--- src/design/wrs_pkg.sv ---
// shared types, constants and a helper function for the windowed rate statistics unit
// no dependencies; imported by wrs_ctrl, wrs_dp and the top level
`timescale 1ns / 1ps

package wrs_pkg;

    localparam int WRS_WINDOW   = 64;
    localparam int CNT_W        = 64;
    localparam int RATE_W       = 32;
    localparam int SCALE_W      = 16;
    localparam int PROD_W       = RATE_W + SCALE_W;
    localparam int NUM_LANES    = 2;
    // two 16-bit quotient digits, each a reciprocal-multiply step then a back-multiply step
    localparam int AVG_STEPS    = 4;
    localparam int CFG_IDX_W    = 4;
    localparam int CFG_DATA_W   = 16;
    localparam int IN_DATA_W    = NUM_LANES * CNT_W;
    localparam int OUT_DATA_W   = NUM_LANES * 4 * RATE_W;

    localparam logic [CFG_IDX_W-1:0]  REG_RATE_SCALE = CFG_IDX_W'(0);
    localparam logic [CFG_IDX_W-1:0]  REG_GLOBAL_MAX = CFG_IDX_W'(1);
    localparam logic [SCALE_W-1:0]    RATE_SCALE_RST = SCALE_W'(256);
    localparam logic [RATE_W-1:0]     RATE_SAT       = '1;

    // commands from the controller to the datapath
    typedef struct packed {
        logic capture;
        logic mul_en;
        logic scale;
        logic scan;
        logic div_init;
        logic div_step;
        logic load_out;
    } wrs_cmd_t;

    // status from the datapath to the controller
    typedef struct packed {
        logic primed;
        logic mul_last;
        logic scan_last;
        logic div_skip;
        logic div_last;
        logic out_free;
    } wrs_status_t;

    // combine the two 32x16 partial products into a saturated rate
    function automatic logic [RATE_W-1:0] scale_rate(input logic [PROD_W-1:0] lo_prod,
                                                     input logic [PROD_W-1:0] hi_prod);
        logic [56:0] prod;
        logic [48:0] quot;
        logic [RATE_W-1:0] res;
        prod = {1'b0, hi_prod[23:0], 32'b0} + {9'b0, lo_prod};
        quot = prod[56:8];
        if (hi_prod[PROD_W-1:24] != '0)
            res = RATE_SAT;
        else if (quot[48:32] != '0)
            res = RATE_SAT;
        else
            res = quot[31:0];
        return res;
    endfunction

endpackage

--- src/design/wrs_ctrl.sv ---
// sequencing state machine for the windowed rate statistics unit
// depends on wrs_pkg; drives the datapath through wrs_cmd_t
`timescale 1ns / 1ps

module wrs_ctrl
    import wrs_pkg::*;
(
    input  logic        clk,
    input  logic        rst_n,
    input  logic        s_tvalid,
    output logic        s_tready,
    output wrs_cmd_t    cmd,
    input  wrs_status_t status
);

    typedef enum logic [7:0] {
        ST_IDLE    = 8'b0000_0001,
        ST_MUL     = 8'b0000_0010,
        ST_SCALE   = 8'b0000_0100,
        ST_SCAN    = 8'b0000_1000,
        ST_DRAIN   = 8'b0001_0000,
        ST_DIVINIT = 8'b0010_0000,
        ST_DIV     = 8'b0100_0000,
        ST_DONE    = 8'b1000_0000
    } state_t;

    state_t state_reg;
    state_t state_next;

    always_ff @(posedge clk or negedge rst_n)
    begin
        if (!rst_n)
            state_reg <= ST_IDLE;
        else
            state_reg <= state_next;
    end

    always_comb
    begin
        state_next = state_reg;
        cmd        = '0;
        s_tready   = 1'b0;
        unique case (state_reg)
            ST_IDLE:
            begin
                s_tready = 1'b1;
                if (s_tvalid)
                begin
                    cmd.capture = 1'b1;
                    // first word only primes the previous snapshot
                    if (status.primed)
                        state_next = ST_MUL;
                end
            end
            ST_MUL:
            begin
                cmd.mul_en = 1'b1;
                if (status.mul_last)
                    state_next = ST_SCALE;
            end
            ST_SCALE:
            begin
                cmd.scale  = 1'b1;
                state_next = ST_SCAN;
            end
            ST_SCAN:
            begin
                cmd.scan = 1'b1;
                if (status.scan_last)
                    state_next = ST_DRAIN;
            end
            ST_DRAIN:
            begin
                state_next = ST_DIVINIT;
            end
            ST_DIVINIT:
            begin
                cmd.div_init = 1'b1;
                state_next   = status.div_skip ? ST_DONE : ST_DIV;
            end
            ST_DIV:
            begin
                cmd.div_step = 1'b1;
                if (status.div_last)
                    state_next = ST_DONE;
            end
            ST_DONE:
            begin
                if (status.out_free)
                begin
                    cmd.load_out = 1'b1;
                    state_next   = ST_IDLE;
                end
            end
            default:
            begin
                state_next = ST_IDLE;
            end
        endcase
    end

endmodule

--- config.mk ---
export PLATFORM = sky130hd
export DESIGN_NAME = wrs_ctrl
export DESIGN_NICKNAME = d
export VERILOG_FILES = /design/src/design/wrs_pkg.sv /design/src/design/wrs_ctrl.sv
export SDC_FILE = /design/constraint.sdc
export NUM_CORES = 1
export LEC_CHECK = 0
export ABC_AREA = 1
export BUFFER_PORTS_ARGS = -buffer_cell sky130_fd_sc_hd__buf_2
export CORE_AREA = 4 4 41 43
export CTS_BUF_LIST = sky130_fd_sc_hd__clkbuf_16
export CTS_CLUSTER_SIZE = 28
export DETAILED_ROUTE_END_ITERATION = 8
export DIE_AREA = 0 0 45 47
export PLACE_DENSITY = 0.69
export SLEW_MARGIN = 20
export SYNTH_ARGS = -nofsm -noshare
export SYNTH_HDL_FRONTEND = slang
export SYNTH_SLANG_ARGS = --single-unit
--- constraint.sdc ---
create_clock -name clk -period 1.67 [get_ports clk]
set_clock_uncertainty 0.1 [all_clocks]
set_input_delay 0.0835 -clock clk [delete_from_list [all_inputs] [get_ports clk]]
set_output_delay 0.0835 -clock clk [all_outputs]
set_load 0.005 [all_outputs]
---- After elaboration in Yosys (flattened, before gate mapping) ----
Cells that the tools add are included.
cells by class
  eq/ne operators ......................... 14
  muxes and demuxes ....................... 18
  reductions and logical operators ........ 1
operator list
  cell                                                  count
  case mux 8 bit (8 select lines)                       1
  2-to-1 mux 8 bit                                      7
  inequality test 2 bit (second input constant)         6
  2-to-1 mux 1 bit                                      10
  equality test 8 x 1 -> 1 bit (second input constant)  1
  equality test 8 x 2 -> 1 bit (second input constant)  1
  equality test 8 x 3 -> 1 bit (second input constant)  1
  equality test 8 x 4 -> 1 bit (second input constant)  1
  equality test 8 x 5 -> 1 bit (second input constant)  1
  equality test 8 x 6 -> 1 bit (second input constant)  1
  equality test 8 x 7 -> 1 bit (second input constant)  1
  equality test 8 bit (second input constant)           1
  AND reduction 6 bit                                   1
storage, ports and cells
  bits in registers ....................... 8
  input bits .............................. 9
  output and inout port bits .............. 8
  word-level logic and storage cells ...... 34

---- Depth between registers and ports, before layout ----
Gate-level depths: netlist of the first run.
  depth in word-level cells ............... 3
  gate-level depth with buffers ........... 9
  gate-level depth less buffers ........... 9

---- Least setup slack after synthesis of the first run ----
Ideal clock, no wire load.
  kind .................................... register -> register
  start ................................... register state_reg[3]
  end ..................................... register state_reg[1]
  library setup time ...................... 0.119 ns
  arrival time ............................ 1.078 ns
  slack ................................... 0.373 ns
  stages on the path, launching flop included .. 8
  clock period less this slack ............ 1.297 ns
  path through ............................ dfrtp_1 nor2_4 nand2_4 nand3b_2 nand3_2 nor2_2 nand2_1 nand2_1
on the way
  longest elaborated chain between the ends .. 3
  elaborated cells on any way between the ends .. 16
ends and longest elaborated chain
  element                                               line            source
  start, declared                                       wrs_ctrl.sv:27  state_t state_reg;
  start signal, assigned                                wrs_ctrl.sv:35  state_reg <= state_next;
  equality test 8 x 1 -> 1 bit (tied with other cells)  wrs_ctrl.sv:43  unique case (state_reg)
  inequality test 2 bit (no line)                       n/a
  AND reduction 6 bit (no line)                         n/a
Parallel ways exist; a longest one is shown, timed or not.
A chain may end at the register's enable or synchronous reset.

==> impl_metrics.ini, run 1 <==
[outcome]
status = finished, final reports clean

[place]
dpl.cell_count = 112
routabilityCongestion = 0.7494
port_buffers = 16
place_ws_ns = 0.2485
dp_hpwl_um = 1014

[synth]
syn_avg_cell_area_um2 = 7.034
synth_edf_count = 0
postSynthNetCount = 91
synth_warnings = 0
yosysTopAreaCell = dfrtp_1
synth_cells = 82
synth_top_area_share = 0.3037
ys_seq_elements = 8
async_flop_share = 1.000
yosys-top-cells-area = dfrtp_1 (30%), nand2_1 (13%), inv_1 (9.8%)
syn_area_um2 = 576.8
synth_most_common_cell = nand2_1
synth_commonest_cells = nand2_1 (20), inv_1 (15), nor2_1 (13)
dominantRegCellSynth = dfrtp_1
ys_seq_area_frac = 0.3492
ys_types = 19

[run]
max-cap-violations = 0

[hold_path]
min_path_type = in -> reg
min_from = status[5]

[clock_network]
cts_tree = done
numCtsBuffers = 3
cts.clk_slew.worst_paths_ns = 0.03
root_buffer = clkbuf_16
clk-insertion-delay-late_ns = 0.23
clockBufferDepth = 2
postCtsSetupRepairBufs = 0
clock-sinks = 8
ctsHtreeMaxLevel = 1

[routing]
wl_met3_um = 62
via_count = 560
via_per_inst = 4.746
wl_met2_um = 594
wire_per_inst_um = 10.26
highest-signal-layer = met4
firstDrtPassIters = 4
remaining_drc_errors = 0
wirelength_um = 1211
drtIter0Drc = 7
drt-met1-wl_um = 519
drtAntennaViolNets = 0

[critical_path]
crit_path_start = state_reg[0]
r2r_start = state_reg[3]
critPathKind = reg -> out
cp_cell_sequence = nand2_1 > nor2_1 > nand2_1 > nor2_1 > buf_2
worstPathArrival_ns = 1.33
crit_path_max_incr_delay_ns = 0.55
cp.required_ns = 1.49
worstSetupEndpointType = output pin
start_kind = flop
crit_path_top_delay_cell = dfstp_2
worst-path-max-fanout = 3

[sta]
period_share = 0.9068
fin_crit_ns = 1.514
drv_slew = 0
slew-limit-headroom = 0.8489
rsz0062_at_grt = false
tightest_slew_ns = 0.2245
final.setup.tns_ns = 0
holdWs_ns = 0.04582
setup_viol_count_final = 0
setup_ws_ns = 0.1557
hold_viol_final = 0
clock.fmax_ghz = 0.6604

[grt]
antenna_found_initial = 0
grt.total_usage = 0.1530
grt_max_degree = 9
grt_pass1_vias = 526
grt_pass1_wl_um = 2228
overflow = 0

[die]
die_area_um2 = 2115
num_rows = 13
dieHeight_um = 47
fp.dieW_um = 45
coreArea_um2 = 1301
top_level_ports = 17
start_util = 0.4433

[layout]
multi_input_comb_area_um2 = 307.8
area_delta_synth_final_pct = 32.97
finalNonFillerCells = 118
largest_register_ffs = 8
drive_gt1_frac = 0.3301
diodes = 0
n_fill_cell = 129
fin_nets = 113
seq_area_um2 = 201.4

[pwr]
p_leak_nw = 0.4628
ir_drop_mv = 0.8093
power_mw = 1.165
p_per_area_nw_per_um2 = 1518
## cell families after synthesis
group / synth area share
AOI/OAI and AO/OA: 0.02169
buffers and inverters: 0.1171
DFF: 0.3493
and+or+nand+nor: 0.5119
## cell type report
cell class	count	area share
flip-flops and latches	8	0.2626
well taps	15	0.02447
clock inverters	1	0.004894
clock buffers	3	0.09788
repair buffers	18	0.1305
multi-input cells	57	0.4013
inverters	16	0.07830
## report_power, final
part	switching [mW]	internal (mW)	leakage (nW)
Combinational	0.290	0.181	0.314
Sequential	0.0468	0.245	0.107
Clock	0.0905	0.311	0.0423
Total	0.427	0.738	0.463
## layer usage
metal,global-route usage,vias to the layer above
met5,0,-
met1,0.1818,246
met3,0.04598,5
met2,0.2373,16
met4,0.1053,0
li1,-,293
## worst max-delay path: cells and delay by family, from the launching register on
family	cells	cell delay (ns)
AND/OR/NAND/NOR	4	0.44
buffers and inverters	1	0.11
flip-flops	1	0.55
## worst paths after layout
kind	end	slack, ns	cells past startpoint
max	cmd[6]	0.16	5
max reg2reg	state_reg[1]	0.25	7
max in group asynchronous	state_reg[0]	1.12	2
min reg2reg	state_reg[5]	0.49	3
min	state_reg[0]	0.05	4
min in group asynchronous	state_reg[5]	0.12	2
## timing repair
| action | in CTS | in global routing |
|---|---|---|
| gates resized for setup | 0 | 0 |
| hold buffers | 2 | 0 |
| endpoints found under the setup margin | 0 | 0 |
| hold endpoints to repair | 9 | 0 |
## through the flow
| step | area (µm²) | util |
|---|---|---|
| 3_5_place_dp | 668.1 | 0.5135 |
| 3_3_place_gp | 668.1 | 0.5135 |
| 2_1_floorplan | 576.8 | - |
| 4_1_cts | 767.0 | 0.5894 |
| 5_1_grt | 767.0 | 0.5894 |
| 6_report | 767.0 | 0.5894 |
## placed cells by master (no fill, tap or decap), types with 3 or more instances in the layout
cell       synthesis  layout
nor2_1            13      13
nor2_2             3       3
buf_2              0      16
nand3_1            5       5
clkbuf_16          0       3
inv_1             15      16
nor2_4             4       4
nand2_1           20      20
dfrtp_1            7       7
(Power assumes the default switching activity.)
==> inputs of run 2 (changes only) <==
--- a/config.mk
+++ b/config.mk
@@ -12,7 +12,7 @@
 export CTS_CLUSTER_SIZE = 28
 export DETAILED_ROUTE_END_ITERATION = 8
 export DIE_AREA = 0 0 45 47
-export PLACE_DENSITY = 0.69
+export PLACE_DENSITY = 0.8
 export SLEW_MARGIN = 20
 export SYNTH_ARGS = -nofsm -noshare
 export SYNTH_HDL_FRONTEND = slang
==> run 2 against run 1 <==
Compared with the run above: total power up 1.9%; routed wire length increased by 11%; clock power up 2%; non-clock buffer count stayed put; flip-flop and latch count unchanged; combinational power up 2%; count of clock-buffer cells in the layout unchanged; critical endpoint unchanged; highest routed layer unchanged; critical path depth stayed put; critical path type unchanged; register-to-register slack worse by 0.05 ns; fmax fell by 4.8%; die area unchanged.
==> impl_metrics.ini, run 2 (same netlist as run 1, synthesis figures left out) <==
[critical_path]
cp_top_family = flip-flops
cp_cell_sequence = nand2_1 > nor2_1 > nand2_1 > nor2_1 > buf_2
critPathKind = reg -> out
worst-path-max-fanout = 3
cp_num_buf_inv = 1
start_kind = flop
worstPathArrival_ns = 1.41
cp.required_ns = 1.49
crit_path_max_incr_delay_ns = 0.56
worstSetupEndpointType = output pin
crit_path_top_delay_cell = dfstp_2

[layout]
finalNonFillerCells = 118
drive_gt1_frac = 0.3301
largest_register_ffs = 8
diodes = 0
final_common_cell = nand2_1
most-common-layout-cells = nand2_1 (20), inv_1 (16), buf_2 (16), nor2_1 (13), dfrtp_1 (7)
area_delta_synth_final_pct = 32.97
fin_nets = 113

[sta]
hold_viol_final = 0
setup_ws_ns = 0.07970
clock.fmax_ghz = 0.6288
fin_crit_ns = 1.590
final.setup.tns_ns = 0
drv_slew = 0
period_share = 0.9523
setup_viol_count_final = 0
slew-limit-headroom = 0.8448
tightest_slew_ns = 0.2323
rsz0062_at_grt = false

[clock_network]
clockBufferDepth = 2
ctsHtreeMaxLevel = 1
cts.clk_slew.worst_paths_ns = 0.04
root_buffer = clkbuf_16
numCtsBuffers = 3
clock-sinks = 8
hold_buffers = 2
cts_tree = done
cts_resized = 0
clk-insertion-delay-late_ns = 0.23
postCtsSetupRepairBufs = 0

[grt]
overflow = 0
antenna_found_initial = 0
grt_pass1_vias = 598
grt.total_usage = 0.1640
grt_pass1_wl_um = 2394
grt_max_degree = 9

[routing]
wl_met3_um = 62
drtAntennaViolNets = 0
via_per_inst = 4.966
firstDrtPassIters = 4
wire_per_inst_um = 11.42
drtIter0Drc = 4
drt-met1-wl_um = 555
wl_met2_um = 677
remaining_drc_errors = 0
via_count = 586
wirelength_um = 1348
highest-signal-layer = met4

[die]
start_util = 0.4433
dieHeight_um = 47
num_rows = 13
die_area_um2 = 2115
coreArea_um2 = 1301
fp.dieW_um = 45
top_level_ports = 17

[pwr]
ir_drop_mv = 1.242
p_leak_nw = 0.4628
p_per_area_nw_per_um2 = 1548

[run]
max-cap-violations = 0

[hold_path]
min_path_type = in -> reg

[place]
place_ws_ns = 0.2184
port_buffers = 16
routabilityCongestion = 0.7616
dp_hpwl_um = 1073
dpl.cell_count = 112

[outcome]
status = finished, final reports clean
==> run 2: routing by layer <==
metal,up-vias,GRT usage
met4,0,0.1228
met1,265,0.1792
met2,21,0.2825
li1,291,-
met5,-,0
met3,9,0.03065
==> run 2: final cells by class <==
type	instances	area [µm²]
Clock buffer	3	75.07
Clock inverter	1	3.754
Fill cell	121	534.3
Inverter	16	60.06
Multi-Input combinational cell	57	307.8
Sequential cell	8	201.4
Tap cell	15	18.77
Timing Repair Buffer	18	100.1
==> run 2: through the flow <==
stage / hold slack, ns / cell area, µm² / util / total power [mW]
final: 0.04454 / 767.0 / 0.5894 / 1.187
after global routing: 0.07911 / 767.0 / 0.5894 / 1.268
after CTS: 0.04197 / 767.0 / 0.5894 / 1.185
after detailed placement: -0.1653 / 668.1 / 0.5135 / 0.7598
after global placement: -0.1672 / 668.1 / 0.5135 / 0.7504
after floorplan: -0.3121 / 576.8 / - / 0.6521
==> run 2: worst reg2reg max path: stages, from the launching register on <==
cell and delay (ns):
dfstp_2 0.56, nand2_1 0.06, nor2_1 0.18, nand3_1 0.17, nand3_2 0.14, nor2_2 0.06, nand2_1 0.05, nand2_1 0.04
==> run 2: final timing paths <==
path / slack [ns] / to / from / cells after the start
max reg2reg: 0.20 / state_reg[7] / state_reg[0] / 7
max in group asynchronous: 1.10 / state_reg[0] / rst_n / 2
min in group asynchronous: 0.13 / state_reg[1] / rst_n / 2
max: 0.08 / cmd[6] / state_reg[0] / 5
min reg2reg: 0.48 / state_reg[5] / state_reg[5] / 3
min: 0.04 / state_reg[3] / status[3] / 4
==> run 2: power by group <==
part	internal (mW)	switching, mW	total [mW]
Clock	0.312	0.0967	0.409
Combinational	0.181	0.301	0.482
Sequential	0.245	0.0517	0.297
==> inputs of run 3 (changes only) <==
--- a/config.mk
+++ b/config.mk
@@ -7,12 +7,14 @@
 export LEC_CHECK = 0
 export ABC_AREA = 1
 export BUFFER_PORTS_ARGS = -buffer_cell sky130_fd_sc_hd__buf_2
-export CORE_AREA = 4 4 41 43
+export CELL_PAD_IN_SITES_DETAIL_PLACEMENT = 1
+export CELL_PAD_IN_SITES_GLOBAL_PLACEMENT = 2
+export CORE_ASPECT_RATIO = 1.2
+export CORE_UTILIZATION = 26
 export CTS_BUF_LIST = sky130_fd_sc_hd__clkbuf_16
 export CTS_CLUSTER_SIZE = 28
 export DETAILED_ROUTE_END_ITERATION = 8
-export DIE_AREA = 0 0 45 47
-export PLACE_DENSITY = 0.8
+export PLACE_DENSITY = 0.86
 export SLEW_MARGIN = 20
 export SYNTH_ARGS = -nofsm -noshare
 export SYNTH_HDL_FRONTEND = slang
==> run 3 against run 2 <==
Compared with the run above: die area is 14% higher; register-to-register slack worse by 0.02 ns; utilization is 21 points lower; routed wire length is 23% higher; global-route usage hardly changed; setup slack better by 0.037 ns; sequential share of layout area is 0.63 points lower; cell area is 2.4% higher; critical path type unchanged; critical endpoint is now cmd[4]; largest power group unchanged.
==> impl_metrics.ini, run 3 (same netlist as run 1, synthesis figures left out) <==
[outcome]
status = finished, final reports clean

[place]
routabilityCongestion = 0.7788
dp_hpwl_um = 1283
post_dp_cell_area_um2 = 686.9
port_buffers = 16

[critical_path]
start_kind = flop
critPathKind = reg -> out
cp_top_family = simple AND/OR/NAND/NOR gates
worstSetupEndpointType = output pin
rrSetupSlack_ns = 0.18
worst-path-max-fanout = 4
cp_num_buf_inv = 3
crit_path_max_incr_delay_ns = 0.41
worstPathArrival_ns = 1.37
cp_cell_sequence = nor2_2 > nand2_2 > inv_2 > nand3_1 > inv_1 > buf_2
crit_path_top_delay_cell = dfrtp_1
cp.required_ns = 1.49

[sta]
tightest_slew_ns = 0.2469
drv_slew = 0
setup_viol_count_final = 0
clock.fmax_ghz = 0.6436
fin_crit_ns = 1.554
hold_viol_final = 0
rsz0062_at_grt = false
final.setup.tns_ns = 0
period_share = 0.9304
slew-limit-headroom = 0.8340

[routing]
remaining_drc_errors = 0
drtIter0Drc = 7
wire_per_inst_um = 12.47
firstDrtPassIters = 4
via_count = 576
drtAntennaViolNets = 0
via_per_inst = 4.331
wirelength_um = 1658

[die]
dieHeight_um = 53.60
die_area_um2 = 2412
start_util = 0.2784
num_rows = 18
coreArea_um2 = 2072
fp.dieW_um = 45.00
top_level_ports = 17

[layout]
fin_nets = 113
final_area_um2 = 785.8
drive_gt1_frac = 0.3301
final_common_cell = nand2_1
diodes = 0
largest_register_ffs = 8
n_fill_cell = 277
most-common-layout-cells = nand2_1 (20), inv_1 (16), buf_2 (16), nor2_1 (13), dfrtp_1 (7)
area_delta_synth_final_pct = 36.23

[run]
max-cap-violations = 0

[clock_network]
clockBufferDepth = 2
cts.clk_slew.worst_paths_ns = 0.04
cts_tree = done
clock-sinks = 8
numCtsBuffers = 3
ctsHtreeMaxLevel = 1
root_buffer = clkbuf_16
clk-insertion-delay-late_ns = 0.24
cts_resized = 0

[pwr]
ir_drop_mv = 0.7543
p_per_area_nw_per_um2 = 1539
p_leak_nw = 0.4628

[grt]
grt.total_usage = 0.1643
grt_pass1_wl_um = 2718
grt_pass1_vias = 609
antenna_found_initial = 0
overflow = 0
grt_max_degree = 9

[hold_path]
min_path_type = in -> reg
[run 3: cell counts in the layout (fill, tap and decap cells not counted)]
Identical to the previous run, type by type.
[run 3: power breakdown]
| group | switching (mW) | internal (mW) | leakage, nW | total [mW] |
|---|---|---|---|---|
| combinational | 0.319 | 0.181 | 0.314 | 0.499 |
| sequential | 0.0501 | 0.245 | 0.107 | 0.295 |
| clock | 0.102 | 0.313 | 0.0423 | 0.414 |
| total | 0.471 | 0.738 | 0.463 | 1.21 |
[run 3: worst paths after layout]
kind / depth (start not counted) / from / to
worst min register to register: 3 / state_reg[5] / state_reg[5]
max in group asynchronous: 2 / rst_n / state_reg[0]
worst max register to register: 8 / state_reg[7] / state_reg[1]
min in group asynchronous: 2 / rst_n / state_reg[4]
worst min-delay path: 4 / status[3] / state_reg[3]
worst max-delay path: 6 / state_reg[7] / cmd[4]
[run 3: worst register-to-register path: stages, from the launching register on]
cell	delay [ns]
dfrtp_1	0.41
nor2_2	0.19
nand2_2	0.12
nor2_4	0.17
nand2_1	0.10
nand2_2	0.11
nor2_2	0.07
nand2_1	0.06
nand2_1	0.05
[run 3: stage by stage]
| step | cells | worst slack, ns | hold slack [ns] | power, mW | utilization |
|---|---|---|---|---|---|
| floorplan | 82 | 0.3734 | -0.3121 | 0.6521 | - |
| finish | 133 | 0.1162 | 0.03716 | 1.209 | 0.3792 |
| global route | 133 | 0.03502 | 0.07555 | 1.294 | 0.3792 |
| global placement | 127 | 0.2131 | -0.1620 | 0.7706 | 0.3315 |
| detailed placement | 127 | 0.1969 | -0.1628 | 0.7859 | 0.3315 |
| CTS | 133 | 0.1112 | 0.04550 | 1.216 | 0.3792 |
[run 3: final cells by class]
type                       count  area, µm²  area share
tap                           30      37.54     0.04777
sequential                     8      201.4      0.2564
clock inverter                 1      3.754    0.004777
clock buffer                   3      75.07     0.09554
timing repair buffer          18      100.1      0.1274
multi-input combinational     57      307.8      0.3917
inverter                      16      60.06     0.07643
[run 3: timing repair]
action	in CTS	in global routing
setup endpoints to repair	0	0
hold endpoints to repair	9	0
buffers inserted	0	0
hold buffers	2	0
[run 3: per-layer routing]
| layer | vias to the layer above | GRT usage | share of wire |
|---|---|---|---|
| li1 | 290 | - | - |
| met1 | 274 | 0.1687 | 0.40 |
| met2 | 9 | 0.3213 | 0.57 |
| met3 | 3 | 0.02013 | 0.011 |
| met4 | 0 | 0.07576 | 0.013 |
| met5 | - | 0 | 0 |
